===== src/rtl/assert_macros.svh =====
// Assertion macros used by the CSV record tokenizer.
`ifndef ASSERT_MACROS_SVH
`define ASSERT_MACROS_SVH
`ifndef ASSERT_OFF
// Check a property at every rising edge while reset is released.
`define ASSERT_CLK(lbl, clk, rst_n, prop) \
	lbl: assert property (@(posedge clk) disable iff (!(rst_n)) (prop)) \
		else $error("assertion failed");
// Check an implication whose consequent starts in the cycle after the antecedent.
`define ASSERT_NEXT(lbl, clk, rst_n, ante, cons) \
	lbl: assert property (@(posedge clk) disable iff (!(rst_n)) (ante) |=> (cons)) \
		else $error("assertion failed");
`else
`define ASSERT_CLK(lbl, clk, rst_n, prop)
`define ASSERT_NEXT(lbl, clk, rst_n, ante, cons)
`endif
`endif


===== src/rtl/csvtok_pkg.sv =====
// Types and constants of the CSV record tokenizer.
package csvtok_pkg;

	typedef enum logic [1:0] {
		BOM_WAIT = 2'd0,
		BOM_EF   = 2'd1,
		BOM_EFBB = 2'd2,
		BOM_DONE = 2'd3
	} bom_stage_t;

	typedef enum logic [1:0] {
		KIND_DATA       = 2'd0,
		KIND_FIELD_END  = 2'd1,
		KIND_RECORD_END = 2'd2,
		KIND_UNUSED     = 2'd3
	} token_kind_t;

	localparam logic ACT_BYTE = 1'b0;
	localparam logic ACT_END  = 1'b1;

	localparam logic [7:0] BOM_B0   = 8'hEF;
	localparam logic [7:0] BOM_B1   = 8'hBB;
	localparam logic [7:0] BOM_B2   = 8'hBF;
	localparam logic [7:0] CH_QUOTE = 8'h22;
	localparam logic [7:0] CH_COMMA = 8'h2C;
	localparam logic [7:0] CH_LF    = 8'h0A;
	localparam logic [7:0] CH_CR    = 8'h0D;

	localparam int MAX_RESULTS = 3;

endpackage


===== src/rtl/csv_record_tokenizer_unit.sv =====
// CSV record tokenizer: document bytes in, field and record tokens out.
//
// Input channel (in_valid/in_ready): action selects a document byte or the end
// of the document; byte_value carries the byte. Output channel
// (out_valid/out_ready): token_kind, data_byte and last, one token per
// transaction; last marks the final token caused by one input transaction.
// An input transaction is parsed in the cycle it is accepted and its tokens
// (zero to three) sit in a three-slot result register; the first token shows
// on the output in the cycle after acceptance.
// Throughput is one input transaction per cycle while each causes at most one
// token and the receiver is ready; an item causing several tokens holds the
// input while the single output port drains the slots. Items causing no token
// are taken at once when the slots are empty or draining their last token.
// A stalled receiver holds the current token; the input is refused until the
// slots are on their last token and it is being taken.
// Reset clears the byte-order-mark stage, the quote flags, the open-record
// flag and empties the result slots. End of document flushes an open record
// and returns the parser to its start state.
`include "assert_macros.svh"

module csv_record_tokenizer_unit
	import csvtok_pkg::*;
(
	input  logic       clk,
	input  logic       arst_n,
	input  logic       in_valid,
	output logic       in_ready,
	input  logic       action,
	input  logic [7:0] byte_value,
	output logic       out_valid,
	input  logic       out_ready,
	output logic [1:0] token_kind,
	output logic [7:0] data_byte,
	output logic       last
);

	bom_stage_t bom_q, bom_d;
	logic       quoted_q, quoted_d;
	logic       pend_q, pend_d;
	logic       open_q, open_d;

	logic [1:0] kind_s1 [MAX_RESULTS];
	logic [7:0] data_s1 [MAX_RESULTS];
	logic [1:0] cnt_q;
	logic [1:0] idx_q;

	logic [1:0] new_kind [MAX_RESULTS];
	logic [7:0] new_data [MAX_RESULTS];
	logic [1:0] new_cnt;

	logic       in_fire;
	logic       out_fire;
	logic [1:0] idx_inc;

	// Parser combinational logic
	logic [1:0] rep_n;
	logic       do_parse;
	logic       do_plain;
	logic [7:0] pb;
	logic       tail_v;
	logic [1:0] tail_kind;
	logic [7:0] tail_data;

	assign idx_inc   = idx_q + 2'd1;
	assign out_valid = (idx_q != cnt_q);
	assign last      = (idx_inc == cnt_q);
	assign in_ready  = !out_valid || (out_ready && last);
	assign in_fire   = in_valid && in_ready;
	assign out_fire  = out_valid && out_ready;

	assign token_kind = kind_s1[idx_q];
	assign data_byte  = data_s1[idx_q];

	always_comb begin
		pb        = byte_value;
		rep_n     = 2'd0;
		do_parse  = 1'b0;
		do_plain  = 1'b0;
		tail_v    = 1'b0;
		tail_kind = KIND_DATA;
		tail_data = 8'h00;
		bom_d     = bom_q;
		quoted_d  = quoted_q;
		pend_d    = pend_q;
		open_d    = open_q;

		if (action == ACT_END) begin
			if (bom_q == BOM_EF || bom_q == BOM_EFBB) begin
				rep_n = bom_q;
			end
			if (rep_n != 2'd0 || open_q || quoted_q) begin
				tail_v    = 1'b1;
				tail_kind = KIND_RECORD_END;
			end
			bom_d    = BOM_WAIT;
			quoted_d = 1'b0;
			pend_d   = 1'b0;
			open_d   = 1'b0;
		end else begin
			unique case (bom_q)
				BOM_WAIT: begin
					if (pb == BOM_B0) begin
						bom_d = BOM_EF;
					end else begin
						bom_d    = BOM_DONE;
						do_parse = 1'b1;
					end
				end
				BOM_EF: begin
					if (pb == BOM_B1) begin
						bom_d = BOM_EFBB;
					end else begin
						rep_n    = 2'd1;
						bom_d    = BOM_DONE;
						do_parse = 1'b1;
					end
				end
				BOM_EFBB: begin
					bom_d = BOM_DONE;
					if (pb != BOM_B2) begin
						rep_n    = 2'd2;
						do_parse = 1'b1;
					end
				end
				BOM_DONE: begin
					do_parse = 1'b1;
				end
				default: begin
					do_parse = 1'b1;
				end
			endcase
			// replayed mark bytes are content and open the record
			if (rep_n != 2'd0) begin
				open_d = 1'b1;
			end
			if (do_parse) begin
				priority if (quoted_q && pend_q) begin
					pend_d = 1'b0;
					if (pb == CH_QUOTE) begin
						tail_v    = 1'b1;
						tail_data = CH_QUOTE;
					end else begin
						quoted_d = 1'b0;
						do_plain = 1'b1;
					end
				end else if (quoted_q && pb == CH_QUOTE) begin
					pend_d = 1'b1;
				end else if (quoted_q) begin
					tail_v    = 1'b1;
					tail_data = pb;
				end else begin
					do_plain = 1'b1;
				end
			end
			if (do_plain) begin
				priority if (pb == CH_QUOTE) begin
					quoted_d = 1'b1;
					open_d   = 1'b1;
				end else if (pb == CH_COMMA) begin
					open_d    = 1'b1;
					tail_v    = 1'b1;
					tail_kind = KIND_FIELD_END;
				end else if (pb == CH_LF) begin
					open_d    = 1'b0;
					tail_v    = 1'b1;
					tail_kind = KIND_RECORD_END;
				end else if (pb == CH_CR) begin
					// drop
				end else begin
					open_d    = 1'b1;
					tail_v    = 1'b1;
					tail_data = pb;
				end
			end
		end
	end

	// Pack replayed mark bytes first, then the tail token
	always_comb begin
		new_kind[0] = KIND_DATA;
		new_kind[1] = KIND_DATA;
		new_kind[2] = KIND_DATA;
		new_data[0] = BOM_B0;
		new_data[1] = BOM_B1;
		new_data[2] = 8'h00;
		new_kind[rep_n] = tail_kind;
		new_data[rep_n] = tail_data;
		new_cnt = rep_n + {1'b0, tail_v};
	end

	always_ff @(posedge clk or negedge arst_n) begin
		if (!arst_n) begin
			bom_q    <= BOM_WAIT;
			quoted_q <= 1'b0;
			pend_q   <= 1'b0;
			open_q   <= 1'b0;
			cnt_q    <= 2'd0;
			idx_q    <= 2'd0;
		end else begin
			if (in_fire) begin
				bom_q    <= bom_d;
				quoted_q <= quoted_d;
				pend_q   <= pend_d;
				open_q   <= open_d;
				cnt_q    <= new_cnt;
				idx_q    <= 2'd0;
			end else if (out_fire) begin
				idx_q <= idx_inc;
			end
		end
	end

	always_ff @(posedge clk) begin
		if (in_fire) begin
			for (int i = 0; i < MAX_RESULTS; i++) begin
				kind_s1[i] <= new_kind[i];
				data_s1[i] <= new_data[i];
			end
		end
	end

	`ASSERT_CLK(a_idx_le_cnt, clk, arst_n, idx_q <= cnt_q)
	`ASSERT_CLK(a_pend_in_quotes, clk, arst_n, !pend_q || quoted_q)
	`ASSERT_NEXT(a_stall_holds, clk, arst_n, out_valid && !out_ready, $stable(idx_q) && $stable(cnt_q))
	`ASSERT_NEXT(a_end_resets, clk, arst_n, in_fire && action == ACT_END, bom_q == BOM_WAIT && !quoted_q && !pend_q && !open_q)

endmodule

===== config.mk =====
export PLATFORM = sky130hd
export DESIGN_NAME = csv_record_tokenizer_unit
export DESIGN_NICKNAME = d
export VERILOG_FILES = /design/src/rtl/csvtok_pkg.sv /design/src/rtl/csv_record_tokenizer_unit.sv
export VERILOG_INCLUDE_DIRS = /design/src /design/src/rtl
export SDC_FILE = /design/constraint.sdc
export NUM_CORES = 1
export LEC_CHECK = 0
export ABC_AREA = 1
export BUFFER_PORTS_ARGS = -buffer_cell sky130_fd_sc_hd__buf_2
export CAP_MARGIN = 30
export CORE_ASPECT_RATIO = 1.25
export CORE_UTILIZATION = 51
export CTS_CLUSTER_DIAMETER = 100
export CTS_CLUSTER_SIZE = 25
export DETAILED_ROUTE_END_ITERATION = 10
export PLACE_DENSITY_LB_ADDON = 0.25
export SYNTH_ARGS = -nofsm -noshare
export SYNTH_HDL_FRONTEND = slang
export SYNTH_SLANG_ARGS = --single-unit
export TNS_END_PERCENT = 30

===== constraint.sdc =====
create_clock -name clk -period 2.3 [get_ports clk]
set_input_delay 0.115 -clock clk [delete_from_list [all_inputs] [get_ports clk]]
set_output_delay 0.115 -clock clk [all_outputs]
set_load 0.01 [all_outputs]

* Word level (Yosys, flattened, before mapping) *
Memories as Yosys holds them, arrays and structs flattened.
Index checks and enable logic that the tools add are counted.

operators by class
  add/subtract/negate cells = 2
  magnitude comparators = 2
  eq/ne operators = 12
  muxes and demuxes = 76
  bitwise gates (word level) = 5
  reductions and logical operators = 20

operator list
  cell                  count
  $mux W8               11
  $mux W1               43
  $mux W2               16
  $demux W8 S2          1
  $eq A8 B4 Y1 const B  2
  $eq A8 B6 Y1 const B  2
  $eq A8 B8 Y1 const B  2
  $not A13 Y13          1
  $or A13 B13 Y13       1
  $and A11 B11 Y11      1
  $ne A8 B8 Y1 const B  1
  $reduce_bool A2 Y1    4
  $and A6 B6 Y6         1
  $logic_and A1 B1 Y1   6
  $mux W6               1
  $pmux W2 S3           1
  $demux W2 S2          1
  $eq A2 B2 Y1 const B  2
  $logic_or A1 B1 Y1    4
  $pmux W1 S4           1
  $pmux W2 S2           1
  $reduce_bool A4 Y1    1
  $ge A3 B3 Y1 const B  1
  $lt A3 B1 Y1 const B  1
  11 further kinds      11

word-level totals
  register bits = 9
  bits in writable memories = 30
  input port bits = 13
  output and inout port bits = 13
  logic and storage cells = 125
  memories kept = 2

memories
  memory   depth  width  read ports  clocked after memory_dff  wr ports  line                             source
  data_s1  3      8      1           0                         3         csv_record_tokenizer_unit.sv:43  logic [7:0] data_s1 [MAX_RESULTS];
  kind_s1  3      2      1           0                         3         csv_record_tokenizer_unit.sv:42  logic [1:0] kind_s1 [MAX_RESULTS];

* Depth between registers and ports, before layout *
Gate-level depths: netlist of run 1.

  depth in word-level cells = 12
  gate-level depth with buffers = 13
  mapped depth without buffers = 13

* Worst setup path after synthesis of run 1 *
OpenSTA, ideal clock, no wires.

  path kind = register to register
  start point = reg idx_q[0]
  end point = reg bom_q[0]
  data arrival time = 1.912 ns
  path slack = 0.258 ns
  cell stages (with the launch flop) = 10
  path buffers = 0
  period minus slack after synthesis = 2.042 ns
  cells stage by stage = dfrtp_1 -> inv_2 -> nand2_1 -> nand2_2 -> xor2_2 -> nand3_2 -> a21oi_4 -> o31ai_2 -> nand2_1 -> o21ai_1

on the way
  longest elaborated chain between the ends = 6
  elaborated cells between the ends (all ways) = 8

RTL lines
  item                                  line                              source
  from (decl)                           csv_record_tokenizer_unit.sv:45   logic [1:0] idx_q;
  from (signal assigned)                csv_record_tokenizer_unit.sv:208  idx_q <= idx_inc;
  $add A2 B1 Y2                         csv_record_tokenizer_unit.sv:64   assign idx_inc = idx_q + 2'd1;
  $eq A2 B2 Y1                          csv_record_tokenizer_unit.sv:66   assign last = (idx_inc == cnt_q);
  $logic_and A1 B1 Y1                   csv_record_tokenizer_unit.sv:67   assign in_ready = !out_valid || (out_ready && last);
  $logic_or A1 B1 Y1 *                  csv_record_tokenizer_unit.sv:67
  $logic_and A1 B1 Y1 *                 csv_record_tokenizer_unit.sv:68   assign in_fire = in_valid && in_ready;
  net in_fire                           csv_record_tokenizer_unit.sv:51   logic in_fire;
  $reduce_and A2 Y1 (no source line) *  -
  to (signal assigned)                  csv_record_tokenizer_unit.sv:201  bom_q <= bom_d;
  to (decl)                             csv_record_tokenizer_unit.sv:37   bom_stage_t bom_q, bom_d;

The timed path passes the listed nets; every way through them passes the cells marked *.
A chain may end at the register's enable or synchronous reset.

* Worst setup path in the final report of run 1 *
  start point = reg bom_q[0]
  end point = reg cnt_q[1]

on the way
  longest elaborated chain between the ends = 11
  elaborated cells between the ends (all ways) = 26

RTL lines
  item                                  line                              source
  $eq A2 B2 Y1 (tied with other cells)  csv_record_tokenizer_unit.sv:100  unique case (bom_q)
  $pmux W1 S4                           csv_record_tokenizer_unit.sv:100
  $mux W1                               csv_record_tokenizer_unit.sv:87   if (action == ACT_END) begin
  $mux W1                               csv_record_tokenizer_unit.sv:136  if (do_parse) begin
  $mux W1                               csv_record_tokenizer_unit.sv:167  end else if (pb == CH_CR) begin
  $mux W1                               csv_record_tokenizer_unit.sv:163  end else if (pb == CH_LF) begin
  $mux W1                               csv_record_tokenizer_unit.sv:159  end else if (pb == CH_COMMA) begin
  $mux W1                               csv_record_tokenizer_unit.sv:156  priority if (pb == CH_QUOTE) begin
  $mux W1                               csv_record_tokenizer_unit.sv:155  if (do_plain) begin
  $mux W1                               csv_record_tokenizer_unit.sv:87
  $add A2 B1 Y2 *                       csv_record_tokenizer_unit.sv:188  new_cnt = rep_n + {1'b0, tail_v};
  to (signal assigned)                  csv_record_tokenizer_unit.sv:205  cnt_q <= new_cnt;
  to (decl)                             csv_record_tokenizer_unit.sv:44   logic [1:0] cnt_q;

Every way passes the cells marked *; elsewhere a longest branch is shown, timed or not. The select of a mux whose other input is x is not followed.

==> results of run 1 <==
[worst max path at each step]
stage	from	end	slack (ns)	cells after the start
finish	bom_q[0]	cnt_q[1]	0.35	11
global route	bom_q[0]	cnt_q[1]	0.20	11
CTS	bom_q[0]	cnt_q[1]	0.35	11
detailed placement	bom_q[0]	cnt_q[1]	0.37	11
global placement	bom_q[0]	data_s1[2][0]	0.43	7
floorplan	idx_q[0]	bom_q[0]	0.26	9
[routing by layer]
metal	global-route usage [%]	up-vias
met2	39.0	67
met1	29.4	886
li1	-	963
met3	3.57	16
met4	6.00	0
met5	0	-
[power by group through the flow]
stage               Clock (mW)  Sequential, mW  Combinational (mW)
CTS                      0.453            1.31                2.12
detailed placement           0            1.32                2.12
global placement             0            1.32                2.09
global route             0.481            1.34                2.42
finish                   0.450            1.31                2.12
floorplan                    0            1.30                1.46
[cells in the final DEF (no fill, tap or decap), types with 2 or more instances in the layout]
| cell type | synthesis | routed |
|---|---|---|
| nand2_1 | 73 | 73 |
| nor2_1 | 40 | 40 |
| edfxtp_1 | 30 | 30 |
| inv_1 | 26 | 26 |
| buf_2 | 0 | 25 |
| a21oi_1 | 23 | 23 |
| nand3_1 | 17 | 17 |
| dfrtp_1 | 9 | 9 |
| nand4_1 | 7 | 7 |
| buf_4 | 0 | 7 |
| o21ai_0 | 6 | 6 |
| ha_1 | 5 | 5 |
| clkbuf_8 | 0 | 5 |
| inv_2 | 4 | 4 |
| o21ai_1 | 4 | 4 |
| nand3_2 | 3 | 3 |
| nor2_4 | 3 | 3 |
| o21ai_2 | 2 | 2 |
[final cells by class]
cell class | count | area share (%)
well taps | 56 | 2.71
clock inverters | 2 | 0.483
multi-input cells | 197 | 38.1
repair buffers | 34 | 8.02
inverters | 30 | 4.35
clock buffers | 6 | 2.80
flip-flops and latches | 39 | 43.5
[state kept, by name (all words and copies together) (netlist names)]
name      cells
bom_q         2
idx_q         2
cnt_q         2
kind_s1       6
pend_q        1
open_q        1
quoted_q      1
data_s1      24
[logic make-up (layout without fill, tap and decap cells)]
group | count (synthesis) | count (layout)
buffers and inverters | 36 | 72
XOR/XNOR | 3 | 3
flip-flops | 39 | 39
AND/OR/NAND/NOR | 150 | 150
AO/OA/AOI/OAI | 39 | 39
adder cells (fa/ha/maj) | 5 | 5
[tightest hold or removal path, stage by stage]
cell     delay, ns
buf_2         0.09
nor2_1        0.05
inv_1         0.04
o21ai_1       0.06
[metrics by stage]
stage / total power [mW] / worst slack, ns / hold WS (ns) / cell area, um^2
2_1_floorplan: 2.76 / 0.258 / -0.181 / 2250
3_3_place_gp: 3.41 / 0.433 / -0.0160 / 2490
3_5_place_dp: 3.45 / 0.370 / -0.0135 / 2490
4_1_cts: 3.89 / 0.348 / 0.0903 / 2590
5_1_grt: 4.24 / 0.198 / 0.111 / 2590
6_report: 3.88 / 0.350 / 0.0927 / 2590
==> results.toml, run 1 <==
[outcome]
status = "finished clean"

[routing]
topRoutingLayerUsed = "met4"
drt-pass1-iter-count = 5
dr_wl_met2_um = 2400
antenna_violation_net_count_after_detailed_routing = 0
detail_route.wl_per_cell_um = 13.1
vias = 1932
routed_wirelength_um = 4760
detail_route.vias_per_cell = 5.31
wl_met3_um = 206
detail_route.iter0.violations = 85
m1WireLength_um = 2050
drc = 0

[logic_synthesis]
synthAdderAreaFrac_pct = 2.78
dominant_combinational_cell_family_by_area_after_synthesis = "simple AND/OR/NAND/NOR gates"
ys.flop_type = "edfxtp_1"
synth_area_leaders = "edfxtp_1 40%, nand2_1 12%, dfrtp_1 10%, nor2_1 6.7%, a21oi_1 5.1%"
synth_top_area_cell = "edfxtp_1"
ys_types = 30
post_synth_and_or_nand_nor_area_fraction_pct = 29.6
yosys-mux-area-fraction_pct = 0
yosys_warnings = 0
synth_fp_nets = 290
synthXorXnorAreaFrac_pct = 1.50
netlist_instances = 272
post_synthesis_sequential_element_count = 39
synth-compound-area-share_pct = 10.0
syn_area_um2 = 2250
synth.yosys.seq_area_share_pct = 50.1
synth-async-reset-ratio_pct = 23.1
synth.cells.most_frequent = "73 x nand2_1, 40 x nor2_1, 30 x edfxtp_1"
post_synth.cell_area_avg_um2 = 8.27
yosys.cell_count.top_type = "nand2_1"
synth.top_cell.area_share_pct = 40.1
number_of_enable_type_register_cells_in_the_synthesized_netlist = 30

[layout]
seqCellArea_um2 = 1130
area.growth.synth_to_final_pct = 15.1
stdcell_count = 364
final_core_utilization_pct = 62.2
nFillCells = 388
final_layout_size_suffix_gt1_share_pct = 18.8
n_antenna_cell = 0
layout.nets = 325
multiInputGateArea_um2 = 987

[floorplan]
die_width_um = 61.4
num_io_pins = 26
placement_rows = 26
die-area_um2 = 4680
placeableCoreArea_um2 = 4160
initial_core_util_pct = 54.0
die_h_um = 76.2

[setup_path]
cp_data_arrival_time_ns = 2.12
r2r-end = "cnt_q[1]"
family_with_the_most_delay_on_the_worst_path = "simple AND/OR/NAND/NOR gates"
cp_num_buf_inv = 2
r2r_setup_slack_ns = 0.35
r2r-start = "bom_q[0]"
setup.worst_path.end_class = "flip-flop"
path_cells = "inv_1, ha_1, nor2_1, nand3_2, nand2_4, inv_2, nand3_1, a31oi_1, ha_1, xnor2_1, o21ai_1"
criticalPathCategory = "reg2reg"
setup.worst_path.start_class = "flip-flop"
path_common_cell = "ha_1"
crit_slowest_cell = "dfrtp_1"
critical_path_required_ns = 2.47
crit_path_max_fanout = 5
critical_path.max_stage_delay_ns = 0.40
timing.reg2reg.worst_path_depth = 11

[cts]
post_cts_resized = 0
clk_latency_ns = 0.29
clock_tree.buffer_depth = 2
post_cts.repair.setup_buffers = 0
cts_tree = "built"
cts_root_buffer = "clkbuf_8"
tritoncts_buffers = 5
htree_levels = 2
clock_sinks = 39
clk_pin_slew_ns = 0.08
cts.hold.buffers_added = 1

[global_route]
grt_first_pass_wirelength_um = 8020
first_global_vias = 1769
grt_start_max_net_pins = 21
globalRouteTotalUtil_pct = 22.9
gr-total-overflow = 0
initial_antenna_violation_count = 0

[power_and_ir_drop]
share_clk_of_total_power_pct = 11.6
switching_share_pct = 44.2
pwr-share-seq_pct = 33.8
power.combinational.fraction_pct = 54.6
cellLeakagePower_nw = 1.15
pwr_density_cell_nw_per_um2 = 1500
power.internal_mw = 2.16
net-switching-power_mw = 1.71
ir_worst_vdd_mv = 0.757

[worst_hold_path]
hp-start = "action"
hold_path_end = "pend_q"
worstHoldPathCells = 4
worst_hold_path_type = "in2reg"

[timing]
fin_crit_ns = 1.95
timing.final.crit_share_pct = 84.8
worst-slew-pin-transition_ns = 0.565
worst_slew_margin_rel_pct = 62.3
timing.final.max_slew_violations = 0
final_worst_clock_skew_ns = 0.0101
hold_viol = 0
setup-violations-final = 0
achievable-frequency_ghz = 0.513
rsz0062_at_grt = "no"
setup_tns_ns = 0

[placement]
post_detail_place_hpwl_um = 3510
placement.io_buffers = 25
dpl.cell_count = 355
routabilityCongestion = 1.07

[job]
timing.max_cap.violations = 0
Note: power is estimated with default switching activity, not from simulation.
==> run 2: changes to the inputs <==
--- a/config.mk
+++ b/config.mk
@@ -6,7 +6,7 @@
 export SDC_FILE = /design/constraint.sdc
 export NUM_CORES = 1
 export LEC_CHECK = 0
-export ABC_AREA = 1
+export ABC_AREA = 0
 export BUFFER_PORTS_ARGS = -buffer_cell sky130_fd_sc_hd__buf_2
 export CAP_MARGIN = 30
 export CORE_ASPECT_RATIO = 1.25
==> constraint.sdc (replaced) <==
create_clock -name clk -period 1.7 [get_ports clk]
set_input_delay 0.085 -clock clk [delete_from_list [all_inputs] [get_ports clk]]
set_output_delay 0.085 -clock clk [all_outputs]
set_load 0.01 [all_outputs]
==> run 2 against run 1 <==
Against the previous run:
- clock-buffer cell count decreased by 1
- synthesized area increased by 9.5%
- critical path depth fell by 6
- largest cell class is now multi-input gates
- wire length rose by 42%
- the flow now finishes with violations (negative setup slack)
- synthesized cell count down 8.8%
- core utilization grew 17 points
- maximum frequency up 0.93%
- sequential share of layout area shrank 12 points
- critical path type unchanged
==> results.toml, run 2 <==
[outcome]
status = "finished with violations"
failed_checks = "negative setup slack"

[routing]
detail_route.vias_per_cell = 6.02
drc = 0
antenna_violation_net_count_after_detailed_routing = 0
vias = 2316
drt-pass1-iter-count = 5
detail_route.wl_per_cell_um = 17.5
routed_wirelength_um = 6750
detail_route.iter0.violations = 203

[timing]
timing.final.crit_share_pct = 114
postLayoutSetupSlackWorst_ns = -0.232
setup_tns_ns = -6.83
worst-slew-pin-transition_ns = 0.643
worst_slew_margin_rel_pct = 56.5
setup-violations-final = 58
fin_hold_ws_ns = 0.0459
timing.final.max_slew_violations = 0
rsz0062_at_grt = "yes"
achievable-frequency_ghz = 0.518
hold_viol = 0
final_worst_clock_skew_ns = 0.00471
fin_crit_ns = 1.93

[logic_synthesis]
synth.cells.most_frequent = "41 x nand2_1, 30 x edfxtp_1, 18 x o21ai_0"
ys_types = 59
yosys.cell_count.top_type = "nand2_1"
post_synth.cell_area_avg_um2 = 9.92
post_synthesis_sequential_element_count = 39
ys.flop_type = "edfxtp_1"
syn_area_um2 = 2460
netlist_instances = 248
synth_top_area_cell = "edfxtp_1"
synth.top_cell.area_share_pct = 36.6
synth.yosys.seq_area_share_pct = 45.8
number_of_enable_type_register_cells_in_the_synthesized_netlist = 30
synth_area_leaders = "edfxtp_1 37%, dfrtp_1 9.2%, nand2_1 6.3%, mux2i_1 4.1%, o21ai_0 3.7%"
yosys_warnings = 0
synth_fp_nets = 266
synth-async-reset-ratio_pct = 23.1

[cts]
tritoncts_buffers = 5
clock_sinks = 39
cts_root_buffer = "clkbuf_8"
cts_tree = "built"
htree_levels = 2
clk_pin_slew_ns = 0.08
clock_tree.buffer_depth = 2
clk_latency_ns = 0.29

[setup_path]
criticalPathCategory = "reg2reg"
path_cells = "or4_1, a31o_2, buf_6, o311ai_4, nand2_1"
r2r_setup_slack_ns = -0.23
worstSetupPathDepth = 5
r2r-end = "data_s1[1][5]"
critical_path.max_stage_delay_ns = 0.47
cp_num_buf_inv = 1
cp_data_arrival_time_ns = 1.97
crit_path_max_fanout = 4
critPathLaunch = "pend_q"
timing.reg2reg.worst_path_depth = 5
family_with_the_most_delay_on_the_worst_path = "simple AND/OR/NAND/NOR gates"
setup.worst_path.end_class = "flip-flop"
setup.worst_path.start_class = "flip-flop"
critical_path_required_ns = 1.74
timing.critical_path.to = "data_s1[1][5]"
r2r-start = "pend_q"
crit_slowest_cell = "or4_1"

[layout]
final_cell_mix = "42 x buf_4, 35 x nand2_1, 30 x edfxtp_1"
final_core_utilization_pct = 78.9
final_design_area_no_fill_um2 = 3570
max_flop_register = "data_s1"
layout.nets = 344
nFillCells = 277
n_antenna_cell = 0
multiInputGateArea_um2 = 1510
layout.cells.most_common = "buf_4"
stdcell_count = 385
seqCellArea_um2 = 1130
largest_reg_flops = 24
final_layout_size_suffix_gt1_share_pct = 44.0
reg_top3 = "data_s1 x24, kind_s1 x6"
area.growth.synth_to_final_pct = 45.0

[power_and_ir_drop]
ir_worst_vdd_mv = 1.15
cellLeakagePower_nw = 1.48
pwr_density_cell_nw_per_um2 = 1850
power_mw = 6.59

[floorplan]
initial_core_util_pct = 54.4
die_h_um = 79.7
die_width_um = 64.1
die-area_um2 = 5110
placeableCoreArea_um2 = 4530
num_io_pins = 26
placement_rows = 27

[placement]
dpl_cell_area_um2 = 3020
setup_ws_pre_cts_ns = -0.238
placement.io_buffers = 25
routabilityCongestion = 0.903
post_detail_place_hpwl_um = 4050
dpl.cell_count = 367

[global_route]
grt_first_pass_wirelength_um = 9690
gr-total-overflow = 0
initial_antenna_violation_count = 0
globalRouteTotalUtil_pct = 25.0
first_global_vias = 2121
grt_start_max_net_pins = 26

[job]
timing.max_cap.violations = 0

[worst_hold_path]
worst_hold_path_type = "in2reg"
-- run 2: cell types whose count changed in the layout (fill, tap and decap cells not counted), moves of 10 or more --
cell     change
buf_4       +35
a21oi_1     -18
nor2_1      -27
inv_1       -20
mux2i_1     +10
buf_6       +10
nand3_1     -12
nand2_1     -38
-- run 2: layout make-up --
cell class | instances | area share (%)
clock buffers | 5 | 1.93
clock inverters | 3 | 0.561
inverters | 9 | 1.05
multi-input cells | 186 | 42.3
flip-flops and latches | 39 | 31.6
well taps | 58 | 2.03
repair buffers | 85 | 20.5
-- run 2: logic make-up after synthesis --
family / count (synthesis) / synth area share [%]
and+or+nand+nor: 104 / 22.7
AOI/OAI and AO/OA: 60 / 17.8
DFF: 39 / 45.8
buffers and inverters: 23 / 4.42
muxes: 12 / 4.98
xor gates and xnor gates: 5 / 1.78
adders and majority gates: 5 / 2.54
-- run 2: worst min-delay path by stage --
stage	start	end	depth (start not counted)
final	out_ready	idx_q[1]	2
after detailed placement	arst_n	bom_q[0]	1
after floorplan	arst_n	bom_q[0]	0
after CTS	out_ready	idx_q[1]	2
after global routing	out_ready	idx_q[1]	2
after global placement	arst_n	bom_q[0]	1
-- run 2: repair_timing --
item                                    in CTS  in global routing
buffers inserted                             4                  1
hold buffers                                 1                  0
hold endpoints to repair                     9                  0
gates resized for setup                     36                 28
pin swaps                                   11                 20
endpoints found under the setup margin      65                 70
cloned                                       1                  4
-- run 2: worst register-to-register path, delay by kind of cell, from the launching register on --
family / cells / cell delay [ns]
AND/OR/NAND/NOR: 2 / 0.60
flip-flops: 1 / 0.39
buffers and inverters: 1 / 0.14
AO/OA/AOI/OAI: 2 / 0.54
-- run 2: where the power goes --
group	internal [mW]	switching, mW	total (mW)	leakage [nW]
Sequential	1.54	0.200	1.74	0.388
Clock	0.286	0.347	0.633	0.0402
Combinational	2.12	2.09	4.21	1.05
Total	3.95	2.64	6.59	1.48
-- run 2: layer usage --
layer  track usage [%]  part of all wire [%]  vias up
li1                  -                     -     1077
met1              31.7                    41     1122
met2              42.8                    53      104
met3              3.43                   5.2       13
met4              10.2                   1.5        0
met5                 0                     0        -
